--- config.mk ---
export PLATFORM = sky130hd
export DESIGN_NAME = kvbfl_ram
export DESIGN_NICKNAME = d
export VERILOG_FILES = /design/src/rtl/kv_block_free_list_allocator_top_macros.svh /design/src/rtl/kvbfl_ram.sv
export SDC_FILE = /design/constraint.sdc
export NUM_CORES = 1
export LEC_CHECK = 0
export ABC_AREA = 1
export BUFFER_PORTS_ARGS = -buffer_cell sky130_fd_sc_hd__buf_2
export CORE_MARGIN = 2
export CORE_UTILIZATION = 55
export CTS_CLUSTER_SIZE = 20
export DETAILED_ROUTE_END_ITERATION = 8
export PLACE_DENSITY_LB_ADDON = 0.1
export SYNTH_ARGS = -nofsm -noshare
export SYNTH_HDL_FRONTEND = slang
export SYNTH_SLANG_ARGS = --single-unit
export TNS_END_PERCENT = 5
--- constraint.sdc ---
create_clock -name i_clk -period 1.2 [get_ports i_clk]
set_clock_uncertainty 0.15 [all_clocks]
set_input_delay 0.12 -clock i_clk [delete_from_list [all_inputs] [get_ports i_clk]]
set_output_delay 0.12 -clock i_clk [all_outputs]
set_load 0.005 [all_outputs]
--- src/rtl/kv_block_free_list_allocator_top_macros.svh ---
// Assertion helpers shared by the allocator RTL.
`ifndef KV_BLOCK_FREE_LIST_ALLOCATOR_TOP_MACROS_SVH
`define KV_BLOCK_FREE_LIST_ALLOCATOR_TOP_MACROS_SVH

// Consequent must hold in the same cycle as the antecedent.
`define KVBFL_ASSERT_SAME(label, clk, rst_n, ante, cons) \
    label: assert property (@(posedge clk) disable iff (!rst_n) (ante) |-> (cons)) \
        else $error("allocator check failed (same cycle)");

// Consequent must hold in the cycle after the antecedent.
`define KVBFL_ASSERT_NEXT(label, clk, rst_n, ante, cons) \
    label: assert property (@(posedge clk) disable iff (!rst_n) (ante) |=> (cons)) \
        else $error("allocator check failed (next cycle)");

`endif

--- src/rtl/kvbfl_ram.sv ---
`timescale 1ns / 1ps

module kvbfl_ram #(
    parameter int WIDTH = 8,
    parameter int DEPTH = 16
) (
    input  logic                     i_clk,
    input  logic                     i_we,
    input  logic [$clog2(DEPTH)-1:0] i_waddr,
    input  logic [WIDTH-1:0]         i_wdata,
    input  logic                     i_re,
    input  logic [$clog2(DEPTH)-1:0] i_raddr,
    output logic [WIDTH-1:0]         o_rdata
);

    logic [WIDTH-1:0] r_mem [DEPTH];
    logic [WIDTH-1:0] r_rdata;

    always_ff @(posedge i_clk) begin
        if (i_we) begin
            r_mem[i_waddr] <= i_wdata;
        end
        // hold the last word read while no read is issued
        if (i_re) begin
            r_rdata <= r_mem[i_raddr];
        end
    end

    assign o_rdata = r_rdata;

endmodule

Word-level counts from Yosys, hierarchy flattened
Memories as Yosys holds them, arrays and structs flattened. A register that Yosys moved wholly into a read port is not among the register bits.
Index checks and enable logic that the tools add are counted.
W data, S select, Z words.
{"block": "word_totals", "ff_bits": 0, "ramBits": 128, "inputBits": 19, "output_inout_bits": 8, "elab_cells": 3, "mem_count": 1}
{"memory": "r_mem", "words": 16, "width": 8, "rd": 1, "rd_ports_with_merged_regs": 1, "write_ports": 1, "line": "kvbfl_ram.sv:16", "text": "logic [WIDTH-1:0] r_mem [DEPTH];"}
{"block": "classes", "mux": 2}
{"cell": "$mux W1", "count": 2}

Depth between registers and ports, before layout
Gate-level depths: netlist of run 1.
{"block": "logic_depth", "ltp_word": 2, "ltp_mapped": 8, "depth_no_buf": 7}

Least setup slack after synthesis of run 1
Ideal clock, no wire load.
{"block": "synth_path", "path_kind": "input to register", "startpoint": "in i_waddr[3]", "endpoint": "mem r_mem[4][0], enable pin", "setup_ps": 370, "arrival_time_ps": 701, "required_time_ps": 680, "path_slack_ps": -21, "path_stages": 2, "path_buffers": 0, "path_cell_list": "nand3b_1 > nor2_1"}
{"item": "start, declared", "line": "kvbfl_ram.sv:9", "text": "input logic [$clog2(DEPTH)-1:0] i_waddr,"}
{"item": "end, declared", "line": "kvbfl_ram.sv:16"}
Straight into the memory's write port.

Final worst setup path of run 1
{"block": "layout_path", "startpoint": "reg r_rdata[7] (netlist: o_rdata[7]), read port of r_mem", "endpoint": "out o_rdata[7]"}
{"item": "start, declared", "line": "kvbfl_ram.sv:17", "text": "logic [WIDTH-1:0] r_rdata;"}
{"item": "end, declared", "line": "kvbfl_ram.sv:13", "text": "output logic [WIDTH-1:0] o_rdata"}
No word-level cell between the ends.

==> results_dict.tcl, run 1 <==
set metrics [dict create \
    cts_tree "done" \
    die_w_um 107 \
    fin_crit_sh_pct 113 \
    min-delay-start "i_raddr[2]" \
    hold_class "in -> reg" \
    final_core_util_pct 70.5 \
    fp.dieH_um 107 \
    via_per_inst 5.15 \
    ys_seq_elements 136 \
    hold_depth 5 \
    setup_ws_ns -0.161 \
    tightest_slew_ns 0.437 \
    critPathLaunchType "register" \
    post_cts_buffers 0 \
    grt_setup_unrepaired "true" \
    portBuffers 26 \
    r2r-start "r_mem[10][0]$_DFFE_PP_" \
    cts.sink_count 136 \
    firstDrtPassIters 5 \
    final_nets 632 \
    finalCriticalPeriod_ns 1.36 \
    clk_latency_ns 0.52 \
    cts.clk_slew.worst_paths_ns 0.06 \
    gr-total-overflow 0 \
    synth.area.top_cells "edfxtp_1 70%, nand2_1 11%, nand3_1 8.3%" \
    numCtsBuffers 17 \
    grt_pass1_wl_um 21100 \
    grt_pass1_vias 3825 \
    grt_max_degree 60 \
    ant_nets 0 \
    netlist_instances 551 \
    finalHoldViolations 0 \
    core_um2 10300 \
    synth_area_leader_cell "edfxtp_1" \
    vias 3917 \
    min_to "o_rdata[1]$_DFFE_PP_" \
    critical_path.max_fanout 1 \
    rr_worst_depth 6 \
    outcome "complete, but fails checks" \
    slowest_delay_ns 0.42 \
    drive_above_1_share_pct 23.8 \
    cts-root-buf "clkbuf_8" \
    cp_cell_sequence "buf_2" \
    crit_slowest_cell "edfxtp_1" \
    cellPowerDensity_nw_per_um2 1570 \
    drc 0 \
    maxSlewHeadroom_pct 70.8 \
    start_util_pct 56.6 \
    num_rows 37 \
    max_freq_mhz 735 \
    yosysWarnings 0 \
    critPathBufInv 1 \
    synth_nets 570 \
    cp_top_family "flip-flops" \
    setup_viol 13 \
    reg2reg_slack_ns -0.06 \
    worstPathRequired_ns 0.93 \
    place.gp.congestion 0.807 \
    grt.total_usage_pct 25.6 \
    wire_per_inst_um 17.7 \
    endpoint_kind "output port" \
    cap_violations 0 \
    crit_type "reg -> out" \
    hpwl_um 8220 \
    antenna_cells 0 \
    design_area_um2 7270 \
    ios 27 \
    cp.arrival_ns 1.09 \
    synth_top_area_share_pct 69.8 \
    avgSynthCellArea_um2 10.6 \
    clockBufferDepth 2 \
    r2r_end "o_rdata[0]$_DFFE_PP_" \
    drt_iter0_drc 321 \
    synth_cell_type_count 11 \
    antenna_found_initial 0 \
    wirelength_um 13500 \
    syn_to_final_growth_pct 24.4 \
    leakage_nw 3.14 \
    syn-cell-area_um2 5850 \
    design.die.area_um2 11500 \
    place_area_um2 6300 \
    vdd.ir_drop.worst_uv 945 \
    seq_area_frac_synth_pct 69.8 \
    slew_violations 0 \
    failed_checks "setup timing" \
    cts_max_level 4 \
]
-- worst max path at each step --
stage | start | endpoint | slack (ns) | cells past startpoint
6_report | o_rdata[7]$_DFFE_PP_ | o_rdata[7] | -0.16 | 1
5_1_grt | o_rdata[1]$_DFFE_PP_ | o_rdata[1] | -0.19 | 1
4_1_cts | o_rdata[3]$_DFFE_PP_ | o_rdata[3] | -0.18 | 1
3_5_place_dp | i_raddr[0] | o_rdata[0]$_DFFE_PP_ | -0.31 | 8
3_3_place_gp | i_raddr[0] | o_rdata[0]$_DFFE_PP_ | -0.27 | 8
2_1_floorplan | i_waddr[3] | r_mem[4][0]$_DFFE_PP_ | -0.02 | 2
-- worst reg2reg max path, stage by stage (launching register included) --
cell and delay, ns:
edfxtp_1 0.37, nand2_1 0.08, nand2_1 0.07, nand2_2 0.07, nand3_2 0.09, nand3_2 0.11
nand2_1 0.06
-- cells by family (layout without fill, tap and decap cells) --
group	Yosys count	count (layout)	synth area share, %
buffers and inverters	126	200	9.39
DFF	136	136	69.8
and+or+nand+nor	289	289	20.8
-- state kept, by name, indices dropped and copies added (netlist names) --
signal   flops
r_mem      128
o_rdata      8
-- report_power, final --
group          total, W  leakage [nW]  internal (W)  switching [W]
clock network   0.00522         0.273       0.00333        0.00189
logic          0.000810          1.63      0.000284       0.000527
registers       0.00538          1.24       0.00535      0.0000309
-- stage by stage --
stage                     setup TNS [ns]  setup slack (ns)  total power [W]  hold WS (ns)  cells
after floorplan                    -1.33           -0.0208          0.00585        0.0689    551
after global placement             -4.10            -0.273          0.00617         0.352    720
after detailed placement           -5.25            -0.313          0.00618         0.362    720
after CTS                          -1.31            -0.180           0.0114        0.0209    761
after global routing               -1.88            -0.191           0.0117        0.0267    761
final                              -1.05            -0.161           0.0114        0.0377    761
-- Yosys cell counts (all sizes together) --
| cell type | n |
|---|---|
| nand2 | 173 |
| edfxtp | 136 |
| inv | 102 |
| nand3 | 97 |
| buf | 24 |
| nor2 | 17 |
| nand3b | 2 |
-- cells in the final DEF, fill, tap and decap left out --
cell             n
buf_2           26
nand3b_1         2
buf_12           7
edfxtp_1       136
nand2_2          8
bufinv_16        4
nand3_1         46
buf_4           24
nor2_1          17
clkbuf_8         1
clkinv_1         2
inv_1           98
inv_2            4
dlygate4sd3_1   10
nand3_2         51
nand2_1        165
clkinv_2         2
clkinvlp_4       6
clkbuf_16       16
-- final cells by class --
cell class / instances / area [um^2]
flip-flops and latches: 136 / 4080
fillers: 716 / 3050
multi-input cells: 289 / 1490
repair buffers: 67 / 551
clock buffers: 17 / 414
inverters: 102 / 383
clock inverters: 14 / 183
well taps: 136 / 170
-- repair_timing --
action                     in CTS  in global routing
setup endpoints to repair      16                 16
hold buffers                   10                  0
pin swaps                       4                 12
hold endpoints to repair      142                  0
resized for setup              29                 32
-- routing by layer --
layer / track usage, % / vias to the layer above / routed length [um]
met5: 0 / - / 0
met4: 9.93 / 0 / 277
met3: 7.17 / 19 / 995
met2: 37.3 / 152 / 6250
met1: 36.6 / 1843 / 5980
li1: - / 1903 / -
No activity file was read; power rests on OpenSTA's default activity.
==> run 2, diff against run 1 <==
--- a/config.mk
+++ b/config.mk
@@ -11,8 +11,8 @@
 export CORE_UTILIZATION = 55
 export CTS_CLUSTER_SIZE = 20
 export DETAILED_ROUTE_END_ITERATION = 8
+export GPL_TIMING_DRIVEN = 0
 export PLACE_DENSITY_LB_ADDON = 0.1
 export SYNTH_ARGS = -nofsm -noshare
 export SYNTH_HDL_FRONTEND = slang
 export SYNTH_SLANG_ARGS = --single-unit
-export TNS_END_PERCENT = 5
==> run 2 against run 1 <==
Against the previous run:
- the run still ends with setup timing left
- setup slack better by 0.031 ns
- sequential power about the same
- via count up 2.2%
- die area unchanged
- maximum frequency up 2.3%
- sequential share of layout area up 0.37 points
- routed wire length up 6.5%
==> results_dict.tcl, run 2 (same netlist as run 1, synthesis figures left out) <==
set metrics [dict create \
    power.switching_w 0.00253 \
    ant_nets 0 \
    design_area_um2 7230 \
    drive_above_1_share_pct 24.8 \
    slowest_delay_ns 0.39 \
    wirelength_um 14400 \
    wire_per_inst_um 19.1 \
    hold_class "in -> reg" \
    fillCellCount 756 \
    layout_common_cells "156 x nand2_1, 136 x edfxtp_1, 99 x inv_1" \
    cellPowerDensity_nw_per_um2 1680 \
    p_seq_share_pct 44.4 \
    firstDrtPassIters 5 \
    numCtsBuffers 17 \
    drt_iter0_drc 327 \
    antenna_found_initial 0 \
    finalSetupTns_ns -1.11 \
    cts_tree "done" \
    worstPathRequired_ns 0.93 \
    swShare_pct 20.8 \
    clockBufferDepth 2 \
    reg2reg_slack_ns -0.08 \
    fin_crit_sh_pct 111 \
    critPathLaunchType "register" \
    design.die.area_um2 11500 \
    clkPwrFrac_pct 48.9 \
    hpwl_um 8990 \
    cp_cell_sequence "buf_2" \
    tightest_slew_ns 0.896 \
    slew_violations 0 \
    cp_top_family "flip-flops" \
    num_rows 37 \
    grt_pass1_vias 3894 \
    leakage_nw 3.10 \
    max_freq_mhz 752 \
    vias 4003 \
    grt_pass1_wl_um 22000 \
    start_util_pct 56.6 \
    critical_path.max_fanout 1 \
    ios 27 \
    cts-root-buf "clkbuf_8" \
    setup_ws_ns -0.130 \
    p_int_w 0.00959 \
    cp.arrival_ns 1.06 \
    finalCriticalPeriod_ns 1.33 \
    die_w_um 107 \
    gr-total-overflow 0 \
    maxSlewHeadroom_pct 40.0 \
    place.gp.congestion 0.877 \
    outcome "complete, but fails checks" \
    regMostFlops "r_mem" \
    comb_power_share_pct 6.7 \
    grt_max_degree 17 \
    endpoint_kind "output port" \
    crit_type "reg -> out" \
    grt_setup_unrepaired "true" \
    failed_checks "setup timing" \
    place_area_um2 6130 \
    final_nets 622 \
    finalHoldViolations 0 \
    post_cts_buffers 0 \
    core_um2 10300 \
    fp.dieH_um 107 \
    syn_to_final_growth_pct 23.6 \
    largest_reg_flops 128 \
    cts.sink_count 136 \
    grt.total_usage_pct 27.0 \
    critPathBufInv 1 \
    vdd.ir_drop.worst_uv 954 \
    clk_latency_ns 0.53 \
    antenna_cells 0 \
    cap_violations 0 \
    cts_max_level 4 \
    drc 0 \
    portBuffers 23 \
    crit_slowest_cell "edfxtp_1" \
    cts.clk_slew.worst_paths_ns 0.06 \
    via_per_inst 5.32 \
    setup_viol 16 \
    layout_commonest_cell "nand2_1" \
]
## run 2: cell count changes in the layout (fill, tap and decap cells not counted), moves of 4 or more
cell        before  now
buf_4           24    4
buf_2           26   36
nand2_1        165  156
nand2_2          8   17
buf_12           7    0
buf_6            0    6
clkinvlp_4       6    1
nor2_1          17   13
nor2_2           0    4
## run 2: timing repair
item                                   in CTS  in global routing
setup endpoints to repair                  16                 40
endpoints found under the hold margin     142                  0
gates cloned                                0                  0
hold buffers                               10                  0
gates resized for setup                    43                 33
pin swaps                                  25                 27
## run 2: path summary, 6_finish.rpt
check / from / depth (start not counted) / to
worst max-delay path: o_rdata[1]$_DFFE_PP_ / 1 / o_rdata[1]
worst min-delay path: i_waddr[1] / 3 / r_mem[7][6]$_DFFE_PP_
worst max register to register: r_mem[13][7]$_DFFE_PP_ / 6 / o_rdata[7]$_DFFE_PP_
worst min register to register: r_mem[1][1]$_DFFE_PP_ / 6 / o_rdata[1]$_DFFE_PP_
## run 2: area by class of cell
cell class / instances / area [um^2] / area share, %
Clock buffer: 18 / 418 / 5.78
Tap cell: 136 / 170 / 2.35
Clock inverter: 14 / 253 / 3.50
Buffer: 24 / 166 / 2.30
Sequential cell: 136 / 4080 / 56.5
Multi-Input combinational cell: 289 / 1540 / 21.3
Inverter: 102 / 383 / 5.30
Timing Repair Buffer: 33 / 215 / 2.98
## run 2: power by group through the flow
stage	Clock [W]	Combinational [W]	Sequential (W)
6_report	0.00593	0.000815	0.00538
3_5_place_dp	0	0.000672	0.00548
5_1_grt	0.00614	0.000880	0.00539
2_1_floorplan	0	0.000375	0.00548
3_3_place_gp	0	0.000659	0.00547
4_1_cts	0.00593	0.000760	0.00538
## run 2: routing by layer
| layer | wire length, um | vias to the layer above | track usage (%) |
|---|---|---|---|
| li1 | - | 1889 | - |
| met1 | 6430 | 1908 | 40.0 |
| met2 | 6570 | 187 | 39.6 |
| met3 | 1120 | 19 | 5.59 |
| met4 | 243 | 0 | 10.3 |
| met5 | 0 | - | 0 |
## run 2: metrics by stage
stage / power, W / worst slack, ns / utilization [%] / instances / hold slack, ns
2_1_floorplan: 0.00585 / -0.0208 / - / 551 / 0.0689
3_3_place_gp: 0.00613 / -0.481 / 59.4 / 710 / 0.321
3_5_place_dp: 0.00615 / -0.518 / 59.4 / 710 / 0.329
4_1_cts: 0.0121 / -0.139 / 68.8 / 752 / 0.0370
5_1_grt: 0.0124 / -0.151 / 70.0 / 752 / 0.0398
6_report: 0.0121 / -0.130 / 70.0 / 752 / 0.000527
